`config.mk`:
```
export PLATFORM = sky130hd
export DESIGN_NAME = lfu_cache_table
export DESIGN_NICKNAME = d
export VERILOG_FILES = /design/src/rtl/core/lct_pkg.sv /design/src/rtl/core/lct_entry_mem.sv /design/src/rtl/core/lct_scan_unit.sv /design/src/rtl/core/lfu_cache_table.sv
export VERILOG_INCLUDE_DIRS = /design/src /design/src/rtl/core
export SDC_FILE = /design/constraint.sdc
export NUM_CORES = 2
export LEC_CHECK = 0
export BUFFER_PORTS_ARGS = -buffer_cell sky130_fd_sc_hd__buf_4
export CORE_MARGIN = 10
export CORE_UTILIZATION = 50
export CTS_CLUSTER_SIZE = 30
export DETAILED_ROUTE_END_ITERATION = 10
export PLACE_DENSITY_LB_ADDON = 0.25
export SETUP_SLACK_MARGIN = 0.15
export SYNTH_ARGS = -nofsm -noshare
export SYNTH_HDL_FRONTEND = slang
export SYNTH_HIERARCHICAL = 1
export SYNTH_SLANG_ARGS = --single-unit
export TNS_END_PERCENT = 30
```
`constraint.sdc`:
```
create_clock -name clk_i -period 22.6 [get_ports clk_i]
set_clock_uncertainty 0.15 [all_clocks]
set_input_delay 6.78 -clock clk_i [delete_from_list [all_inputs] [get_ports clk_i]]
set_output_delay 6.78 -clock clk_i [all_outputs]
set_load 0.005 [all_outputs]
```
`src/rtl/core/assert_macros.svh`:
```
// Assertion helpers shared by the core RTL.
// Both macros assume the enclosing module has clk_i; LCT_ASSERT also needs rst_ni.
`ifndef ASSERT_MACROS_SVH
`define ASSERT_MACROS_SVH

// Checked only while out of reset.
`define LCT_ASSERT(name, prop, msg) \
  name: assert property (@(posedge clk_i) disable iff (!rst_ni) (prop)) else $error(msg);

// Checked at every edge, reset included.
`define LCT_ASSERT_ALWAYS(name, prop, msg) \
  name: assert property (@(posedge clk_i) (prop)) else $error(msg);

`endif

```
`src/rtl/core/lct_pkg.sv`:
```
package lct_pkg;

  // Value returned by a get that finds no entry.
  localparam logic [31:0] MissValue = 32'hFFFF_FFFF;

  // Request kinds carried in the request tuser bit.
  localparam logic ReqGet = 1'b0;
  localparam logic ReqPut = 1'b1;

  // Fixed-width part of one stored entry; the use count travels beside it.
  typedef struct packed {
    logic        valid;
    logic [31:0] key;
    logic [31:0] value;
    logic [31:0] touch;
  } entry_t;

  // Status of one finished scan.
  typedef struct packed {
    logic found;
    logic free_vld;
    logic victim_vld;
  } scan_flags_t;

endpackage

```
`src/rtl/core/lct_entry_mem.sv`:
```
module lct_entry_mem #(
  parameter int unsigned Depth  = 16,
  parameter int unsigned CountW = 16,
  parameter int unsigned IdxW   = 4
) (
  input  logic                  clk_i,
  input  logic                  wr_en_i,
  input  logic [IdxW-1:0]       wr_addr_i,
  input  lct_pkg::entry_t       wr_ent_i,
  input  logic [CountW-1:0]     wr_count_i,
  input  logic                  rd_en_i,
  input  logic [IdxW-1:0]       rd_addr_i,
  output lct_pkg::entry_t       rd_ent_o,
  output logic [CountW-1:0]     rd_count_o
);
  import lct_pkg::*;

  entry_t            ent_mem   [Depth];
  logic [CountW-1:0] count_mem [Depth];

  // One write port and one registered read port.
  always_ff @(posedge clk_i) begin
    if (wr_en_i) begin
      ent_mem[wr_addr_i]   <= wr_ent_i;
      count_mem[wr_addr_i] <= wr_count_i;
    end
  end

  always_ff @(posedge clk_i) begin
    if (rd_en_i) begin
      rd_ent_o   <= ent_mem[rd_addr_i];
      rd_count_o <= count_mem[rd_addr_i];
    end
  end

endmodule

```
`src/rtl/core/lct_scan_unit.sv`:
```
module lct_scan_unit #(
  parameter int unsigned CountW = 16,
  parameter int unsigned IdxW   = 4,
  parameter int unsigned HeldW  = 5
) (
  input  logic                  clk_i,
  input  logic                  rst_ni,
  input  logic                  start_i,
  input  logic                  ent_vld_i,
  input  logic [IdxW-1:0]       ent_idx_i,
  input  lct_pkg::entry_t       ent_i,
  input  logic [CountW-1:0]     ent_count_i,
  input  logic [31:0]           key_i,
  input  logic [31:0]           now_i,
  output lct_pkg::scan_flags_t  flags_o,
  output logic [IdxW-1:0]       found_idx_o,
  output logic [31:0]           found_value_o,
  output logic [CountW-1:0]     found_count_o,
  output logic [IdxW-1:0]       free_idx_o,
  output logic [IdxW-1:0]       victim_idx_o,
  output logic [HeldW-1:0]      held_o
);
  import lct_pkg::*;

  scan_flags_t       flags_q, flags_d;
  logic [IdxW-1:0]   found_idx_q, found_idx_d;
  logic [31:0]       found_value_q, found_value_d;
  logic [CountW-1:0] found_count_q, found_count_d;
  logic [IdxW-1:0]   free_idx_q, free_idx_d;
  logic [IdxW-1:0]   victim_idx_q, victim_idx_d;
  logic [CountW-1:0] victim_count_q, victim_count_d;
  logic [31:0]       victim_age_q, victim_age_d;
  logic [HeldW-1:0]  held_q, held_d;
  logic [31:0]       age;
  logic              better;

  // Age of the entry under the read port, modulo 2^32.
  assign age = now_i - ent_i.touch;

  // Lower count wins; on equal count the older entry wins, the earlier index on a full tie.
  assign better = !flags_q.victim_vld || (ent_count_i < victim_count_q) ||
                  ((ent_count_i == victim_count_q) && (age > victim_age_q));

  // One entry per cycle, while ent_vld_i is high, is folded into the running match, free slot, victim and held count.
  always_comb begin
    flags_d        = flags_q;
    found_idx_d    = found_idx_q;
    found_value_d  = found_value_q;
    found_count_d  = found_count_q;
    free_idx_d     = free_idx_q;
    victim_idx_d   = victim_idx_q;
    victim_count_d = victim_count_q;
    victim_age_d   = victim_age_q;
    held_d         = held_q;
    if (start_i) begin
      flags_d = '0;
      held_d  = '0;
    end else if (ent_vld_i) begin
      if (!ent_i.valid) begin
        if (!flags_q.free_vld) begin
          flags_d.free_vld = 1'b1;
          free_idx_d       = ent_idx_i;
        end
      end else begin
        held_d = held_q + HeldW'(1);
        if (!flags_q.found && (ent_i.key == key_i)) begin
          flags_d.found = 1'b1;
          found_idx_d   = ent_idx_i;
          found_value_d = ent_i.value;
          found_count_d = ent_count_i;
        end
        if (better) begin
          flags_d.victim_vld = 1'b1;
          victim_idx_d       = ent_idx_i;
          victim_count_d     = ent_count_i;
          victim_age_d       = age;
        end
      end
    end
  end

  always_ff @(posedge clk_i or negedge rst_ni) begin
    if (!rst_ni) begin
      flags_q <= '0;
      held_q  <= '0;
    end else begin
      flags_q <= flags_d;
      held_q  <= held_d;
    end
  end

  always_ff @(posedge clk_i) begin
    found_idx_q    <= found_idx_d;
    found_value_q  <= found_value_d;
    found_count_q  <= found_count_d;
    free_idx_q     <= free_idx_d;
    victim_idx_q   <= victim_idx_d;
    victim_count_q <= victim_count_d;
    victim_age_q   <= victim_age_d;
  end

  assign flags_o       = flags_q;
  assign found_idx_o   = found_idx_q;
  assign found_value_o = found_value_q;
  assign found_count_o = found_count_q;
  assign free_idx_o    = free_idx_q;
  assign victim_idx_o  = victim_idx_q;
  assign held_o        = held_q;

endmodule

```
`src/rtl/core/lfu_cache_table.sv`:
```
// Channel   Dir  Payload (low bit up)                        Handshake
// s_axis    in   tuser: req_type; tdata: req_key, req_value   tvalid/tready
// m_axis    out  tuser: hit; tdata: read_value                tvalid/tready
// cfg       in   cfg_data_i: capacity_in_use                  cfg_valid_i/cfg_ready_o
//
// A request passes through accept, a read of every entry through the single
// entry memory read port, a drain state and a write-back state.
// After reset a clearing pass marks every entry empty; no request is taken
// meanwhile, configuration writes are.
// The write-back waits while the output register holds an unaccepted result.
module lfu_cache_table #(
  parameter int unsigned CAPACITY   = 16,
  parameter int unsigned COUNT_BITS = 16
) (
  input  logic        clk_i,
  input  logic        rst_ni,
  input  logic        s_axis_tvalid,
  output logic        s_axis_tready,
  input  logic [63:0] s_axis_tdata,   // req_key [31:0], req_value [63:32]
  input  logic [0:0]  s_axis_tuser,   // req_type [0]
  output logic        m_axis_tvalid,
  input  logic        m_axis_tready,
  output logic [31:0] m_axis_tdata,   // read_value [31:0]
  output logic [0:0]  m_axis_tuser,   // hit [0]
  input  logic        cfg_valid_i,
  output logic        cfg_ready_o,
  input  logic [4:0]  cfg_data_i      // capacity_in_use
);
  import lct_pkg::*;
  `include "assert_macros.svh"

  localparam int unsigned IdxW    = (CAPACITY > 1) ? $clog2(CAPACITY) : 1;
  localparam int unsigned CntW    = $clog2(CAPACITY + 1);
  localparam int unsigned HeldW   = (CntW > 5) ? CntW : 5;

  typedef enum logic [4:0] {
    StClear = 5'b00001,
    StIdle  = 5'b00010,
    StScan  = 5'b00100,
    StDrain = 5'b01000,
    StWrite = 5'b10000
  } state_e;

  state_e            state_q, state_d;
  logic [CntW-1:0]   idx_q, idx_d;
  logic              dv_q;
  logic [IdxW-1:0]   didx_q;
  logic [4:0]        cap_q;
  logic [31:0]       touch_q;
  logic              req_put_q;
  logic [31:0]       req_key_q;
  logic [31:0]       req_value_q;
  logic              m_valid_q;
  logic              m_hit_q;
  logic [31:0]       m_data_q;

  logic              accept;
  logic              last_idx;
  logic              out_free;
  logic              wr_fire;

  logic              mem_wr_en;
  logic [IdxW-1:0]   mem_wr_addr;
  entry_t            mem_wr_ent;
  logic [COUNT_BITS-1:0] mem_wr_count;
  logic              mem_rd_en;
  entry_t            mem_rd_ent;
  logic [COUNT_BITS-1:0] mem_rd_count;

  scan_flags_t       flags;
  logic [IdxW-1:0]   found_idx;
  logic [31:0]       found_value;
  logic [COUNT_BITS-1:0] found_count;
  logic [IdxW-1:0]   free_idx;
  logic [IdxW-1:0]   victim_idx;
  logic [CntW-1:0]   held;

  logic [HeldW-1:0]  cap_ext;
  logic [HeldW-1:0]  cap_eff;
  logic              cap_zero;
  logic              use_victim;
  logic              upd_en;
  logic [IdxW-1:0]   upd_addr;
  entry_t            upd_ent;
  logic [COUNT_BITS-1:0] upd_count;
  logic              res_hit;
  logic [31:0]       res_data;

  assign accept   = s_axis_tvalid && s_axis_tready;
  assign last_idx = (idx_q == CntW'(CAPACITY - 1));
  assign out_free = !m_valid_q || m_axis_tready;
  assign wr_fire  = (state_q == StWrite) && out_free;

  // Effective capacity is the register clipped to the table depth.
  assign cap_ext  = HeldW'(cap_q);
  assign cap_eff  = (cap_ext > HeldW'(CAPACITY)) ? HeldW'(CAPACITY) : cap_ext;
  assign cap_zero = (cap_q == 5'd0);

  // Decide the write-back and the result from the finished scan.
  always_comb begin
    upd_en          = 1'b0;
    upd_addr        = found_idx;
    upd_ent.valid   = 1'b1;
    upd_ent.key     = req_key_q;
    upd_ent.value   = req_value_q;
    upd_ent.touch   = touch_q;
    upd_count       = '0;
    use_victim      = 1'b0;
    res_hit         = 1'b0;
    res_data        = '0;
    if (flags.found) begin
      res_hit = 1'b1;
      if (!req_put_q) begin
        res_data      = found_value;
        upd_ent.value = found_value;
      end
      upd_en    = !req_put_q || !cap_zero;
      upd_count = (found_count == '1) ? found_count : found_count + COUNT_BITS'(1);
    end else if (!req_put_q) begin
      res_data = MissValue;
    end else if (!cap_zero) begin
      use_victim = ((HeldW'(held) >= cap_eff) || !flags.free_vld) && flags.victim_vld;
      upd_en     = use_victim || flags.free_vld;
      upd_addr   = use_victim ? victim_idx : free_idx;
    end
  end

  // Sequencer: clearing pass, then one request at a time.
  always_comb begin
    state_d = state_q;
    idx_d   = idx_q;
    case (state_q)
      StClear: begin
        idx_d = last_idx ? '0 : idx_q + CntW'(1);
        if (last_idx) begin
          state_d = StIdle;
        end
      end
      StIdle: begin
        if (accept) begin
          state_d = StScan;
          idx_d   = '0;
        end
      end
      StScan: begin
        idx_d = last_idx ? '0 : idx_q + CntW'(1);
        if (last_idx) begin
          state_d = StDrain;
        end
      end
      StDrain: begin
        state_d = StWrite;
      end
      StWrite: begin
        if (out_free) begin
          state_d = StIdle;
        end
      end
      default: begin
        state_d = StClear;
        idx_d   = '0;
      end
    endcase
  end

  assign s_axis_tready = (state_q == StIdle);
  assign cfg_ready_o   = 1'b1;

  always_ff @(posedge clk_i or negedge rst_ni) begin
    if (!rst_ni) begin
      state_q   <= StClear;
      idx_q     <= '0;
      dv_q      <= 1'b0;
      cap_q     <= 5'd16;
      touch_q   <= '0;
      m_valid_q <= 1'b0;
    end else begin
      state_q <= state_d;
      idx_q   <= idx_d;
      dv_q    <= (state_q == StScan);
      if (cfg_valid_i) begin
        cap_q <= cfg_data_i;
      end
      if (wr_fire) begin
        touch_q   <= touch_q + 32'd1;
        m_valid_q <= 1'b1;
      end else if (m_axis_tready) begin
        m_valid_q <= 1'b0;
      end
    end
  end

  // Request and result payload.
  always_ff @(posedge clk_i) begin
    didx_q <= idx_q[IdxW-1:0];
    if (accept) begin
      req_put_q   <= s_axis_tuser[0];
      req_key_q   <= s_axis_tdata[31:0];
      req_value_q <= s_axis_tdata[63:32];
    end
    if (wr_fire) begin
      m_hit_q  <= res_hit;
      m_data_q <= res_data;
    end
  end

  assign m_axis_tvalid   = m_valid_q;
  assign m_axis_tuser[0] = m_hit_q;
  assign m_axis_tdata    = m_data_q;

  // Memory port selection: clearing pass or write-back.
  always_comb begin
    if (state_q == StClear) begin
      mem_wr_en        = 1'b1;
      mem_wr_addr      = idx_q[IdxW-1:0];
      mem_wr_ent       = upd_ent;
      mem_wr_ent.valid = 1'b0;
      mem_wr_count     = '0;
    end else begin
      mem_wr_en    = wr_fire && upd_en;
      mem_wr_addr  = upd_addr;
      mem_wr_ent   = upd_ent;
      mem_wr_count = upd_count;
    end
  end

  assign mem_rd_en = (state_q == StScan);

  lct_entry_mem #(
    .Depth  (CAPACITY),
    .CountW (COUNT_BITS),
    .IdxW   (IdxW)
  ) u_mem (
    .clk_i      (clk_i),
    .wr_en_i    (mem_wr_en),
    .wr_addr_i  (mem_wr_addr),
    .wr_ent_i   (mem_wr_ent),
    .wr_count_i (mem_wr_count),
    .rd_en_i    (mem_rd_en),
    .rd_addr_i  (idx_q[IdxW-1:0]),
    .rd_ent_o   (mem_rd_ent),
    .rd_count_o (mem_rd_count)
  );

  lct_scan_unit #(
    .CountW (COUNT_BITS),
    .IdxW   (IdxW),
    .HeldW  (CntW)
  ) u_scan (
    .clk_i         (clk_i),
    .rst_ni        (rst_ni),
    .start_i       (accept),
    .ent_vld_i     (dv_q),
    .ent_idx_i     (didx_q),
    .ent_i         (mem_rd_ent),
    .ent_count_i   (mem_rd_count),
    .key_i         (req_key_q),
    .now_i         (touch_q),
    .flags_o       (flags),
    .found_idx_o   (found_idx),
    .found_value_o (found_value),
    .found_count_o (found_count),
    .free_idx_o    (free_idx),
    .victim_idx_o  (victim_idx),
    .held_o        (held)
  );

  `LCT_ASSERT(a_accept_starts_scan, accept |=> (state_q == StScan), "accept did not start a scan")
  `LCT_ASSERT(a_no_write_in_scan, (state_q == StScan) |-> !mem_wr_en, "memory written during scan")
  `LCT_ASSERT(a_found_needs_held, ((state_q == StWrite) && flags.found) |-> (held != '0), "match with no held entry")
  `LCT_ASSERT(a_touch_per_request, wr_fire |=> (touch_q == $past(touch_q) + 32'd1), "touch clock did not advance")

endmodule

```
==> impl_metrics.py <==
metrics = {
    "run_status": {
        "status": "finished, final reports clean",
    },
    "synthesis": {
        "synthFlopType": "edfxtp_1",
        "synth_most_common_cell": "edfxtp_1",
        "synth_nets": 4238,
        "synth_area_leader_cell": "edfxtp_1",
        "ys_seq_elements": 2188,
        "syn_inst": 4074,
        "ys_top_cells_by_count": "edfxtp_1 (2127), mux4_2 (452), a22oi_1 (226)",
        "synth_edf_count": 2127,
        "synthTopCellsByArea": "edfxtp_1 (76%), mux4_2 (12%), a22oi_1 (2.0%)",
        "synth.distinct_cells": 84,
        "ys_async_sr_fraction": 0.0261,
        "synth-seq-area-share": 0.773,
        "synth.top_cell.area_share": 0.756,
        "avgSynthCellArea_um2": 20.7,
        "yosys_warnings": 6,
        "syn_area_mm2": 0.0845,
    },
    "timing": {
        "rsz0062_at_grt": "false",
        "period_minus_slack_ps": 10840,
        "timing.final.crit_share": 0.480,
        "fin_setup_tns_ps": 0,
        "clock.fmax_ghz": 0.0922,
        "finalSetupViolations": 0,
        "finalHoldViolCount": 0,
        "hold-worst-slack_ps": 256,
        "tightestPinTransition_ps": 1250,
        "max_slew_margin": 0.162,
        "slew_violations": 0,
    },
    "placed_design": {
        "hpwl_um": 104000,
        "portBuffers": 109,
        "place_congestion": 0.813,
    },
    "clock_network": {
        "numCtsBuffers": 213,
        "clkTransAtPathRegs_ps": 60,
        "cts_resized": 0,
        "h-tree-depth": 4,
        "clk_latency_ps": 840,
        "cts_tree": "done",
        "postCtsHoldBufs": 0,
        "root_buffer": "clkbuf_16",
        "postCtsSetupBuffers": 0,
        "clk_path_buf_depth": 3,
        "cts.sinks": 2188,
    },
    "die": {
        "core_area_mm2": 0.168,
        "dieArea_mm2": 0.186,
        "die_w_um": 431,
        "num_rows": 150,
        "start_util": 0.504,
        "die_h_um": 431,
        "io_pins": 111,
    },
    "power": {
        "p_seq_frac": 0.464,
        "pwr-share-clk": 0.295,
        "switching_share": 0.291,
        "p_comb_frac": 0.241,
        "switchingPower_uw": 3400,
        "pwr_density_cell_mw_per_mm2": 123,
        "internal_power_uw": 8290,
        "leakage_uw": 0.0316,
        "irDropWorstVdd_mv": 0.122,
    },
    "worst_setup_path": {
        "end_kind": "flip-flop",
        "critPathTopFamily": "simple AND/OR/NAND/NOR gates",
        "crit_slowest_cell": "nor2_4",
        "worst_setup_path_start_kind": "input pin",
        "path_common_cell": "buf_4",
        "slowest_delay_ps": 1060,
        "path_max_fanout": 52,
        "path_class": "input pin to flip-flop",
        "cp_cell_sequence": "buf_4 > nand2b_1 > nand3_1 > a221o_1 > nand2_1 > nand3_1 > nor2_4 > buf_4 > buf_4",
        "cp.buffers_inverters": 3,
        "worstPathRequired_ps": 22890,
        "arrival_ps": 11130,
    },
    "global_routing": {
        "grt.overflow.total": 0,
        "grt_pass1_wl_um": 281000,
        "grt_pass1_vias": 42000,
        "antenna_found_initial": 5,
        "grt_use_total": 0.204,
        "grt_max_degree": 134,
    },
    "drt": {
        "drcViolationCount": 0,
        "avgRoutedWirePerCell_um": 28.2,
        "wirelength_um": 189000,
        "vias_per_cell": 6.06,
        "drtIter0Drc": 4199,
        "ant_nets": 0,
        "drtPass1Iterations": 6,
        "num_vias": 40700,
    },
    "min_path": {
        "hp-class": "flip-flop to flip-flop",
    },
    "layout": {
        "area_growth_pct": 12.5,
        "fin_nets": 4497,
        "fillers": 12200,
        "drive_gt1_frac": 0.231,
        "final_util": 0.568,
    },
    "flow_run": {
        "cap_violations": 0,
    },
}
cells by family after synthesis:
kind of cell               synth area share
other                             0.0000444
muxes                                 0.122
AOI/OAI and AO/OA                    0.0386
and+or+nand+nor                      0.0252
buffers and inverters                0.0169
DFF                                   0.773
xor gates and xnor gates             0.0109
adders and majority gates            0.0133
path summary, 6_finish.rpt:
check                      cells after the start                         start                            endpoint  slack [ps]
setup / recovery                               9                 m_axis_tready     u_mem/ent_mem[14][50]$_DFFE_PP_       11760
hold / removal                                 0  u_mem/rd_ent_o[61]$_DFFE_PP_  u_scan/found_value_o[29]$_DFFE_PP_         260
setup reg to reg                              12        cap_ext[4]$_DFFE_PN1P_     u_mem/ent_mem[15][10]$_DFFE_PP_       15940
hold reg to reg                                0  u_mem/rd_ent_o[61]$_DFFE_PP_  u_scan/found_value_o[29]$_DFFE_PP_         260
max in group asynchronous                      1                        rst_ni                idx_q[0]$_DFFE_PN0P_       15680
min in group asynchronous                      1                        rst_ni           m_axis_tvalid$_DFFE_PN0P_        5870
layout make-up:
cell class	count	area [µm²]	area share
Sequential cell	2188	65400	0.687
Multi-Input combinational cell	1566	17900	0.188
Clock buffer	265	5600	0.0588
Tap cell	2204	2760	0.0290
Timing Repair Buffer	229	1760	0.0185
Clock inverter	129	1230	0.0129
Inverter	135	512	0.00538
Antenna cell	1	2.50	0.0000263
power by group through the flow:
stage | Sequential (µW) | Clock [µW] | Combinational [µW]
2_1_floorplan | 5580 | 0 | 1970
3_3_place_gp | 5480 | 0 | 2830
3_5_place_dp | 5510 | 0 | 2840
4_1_cts | 5430 | 3520 | 2850
5_1_grt | 5470 | 3680 | 3010
6_report | 5420 | 3450 | 2820
routing by layer:
layer  track usage  part of all wire
met2         0.325              0.48
met1         0.287              0.42
met4        0.0662             0.029
met3        0.0359             0.068
met5             0                 0
metrics by stage:
step                setup slack, ps  instances  total power (µW)  instance area [µm²]
floorplan                      6090       4074              7550                84500
global placement              10860       6322              8310                88300
detailed placement            10890       6322              8350                88300
CTS                           11790       6716             11800                95100
global route                  11590       6717             12200                95100
finish                        11760       6717             11700                95100
layout by cell type, fill, tap and decap left out, types with 12 or more instances in the layout:
master     instances
a21o_1            24
a21oi_1           78
a22oi_1          226
buf_4            226
bufinv_16         16
clkbuf_1          46
clkbuf_16        214
clkinv_1          52
clkinv_2          38
dfrtp_1           52
edfxtp_1        2127
ha_1              88
inv_1            131
mux4_2           452
nand2_1          203
nand2b_1          12
nand3_1           30
nand4_1           29
nor2_1            55
nor2_4            13
nor2b_1           20
nor3_1            13
o21ai_0           43
o21ai_1           20
xnor2_1           50
xor2_1            53
state kept, by name, indices dropped and copies added (netlist names), 3 cells and up:
register and flops:
u_mem/rd_count_o 16, u_scan/free_idx_o 4, u_scan/flags_o 3, req_value_q 32, idx_q 5, u_mem/rd_ent_o 97, u_scan/victim_count_q 16, u_scan/found_count_o 16
u_scan/victim_age_q 32, m_axis_tdata 32, u_mem/ent_mem 1552, u_scan/held_o 5, u_scan/found_idx_o 4, touch_q 32, cap_ext 5, u_scan/found_value_o 32
didx_q 4, req_key_q 32, u_scan/victim_idx_o 4, u_mem/count_mem 256, state_q 5
Power figures use the tool's default switching activity.
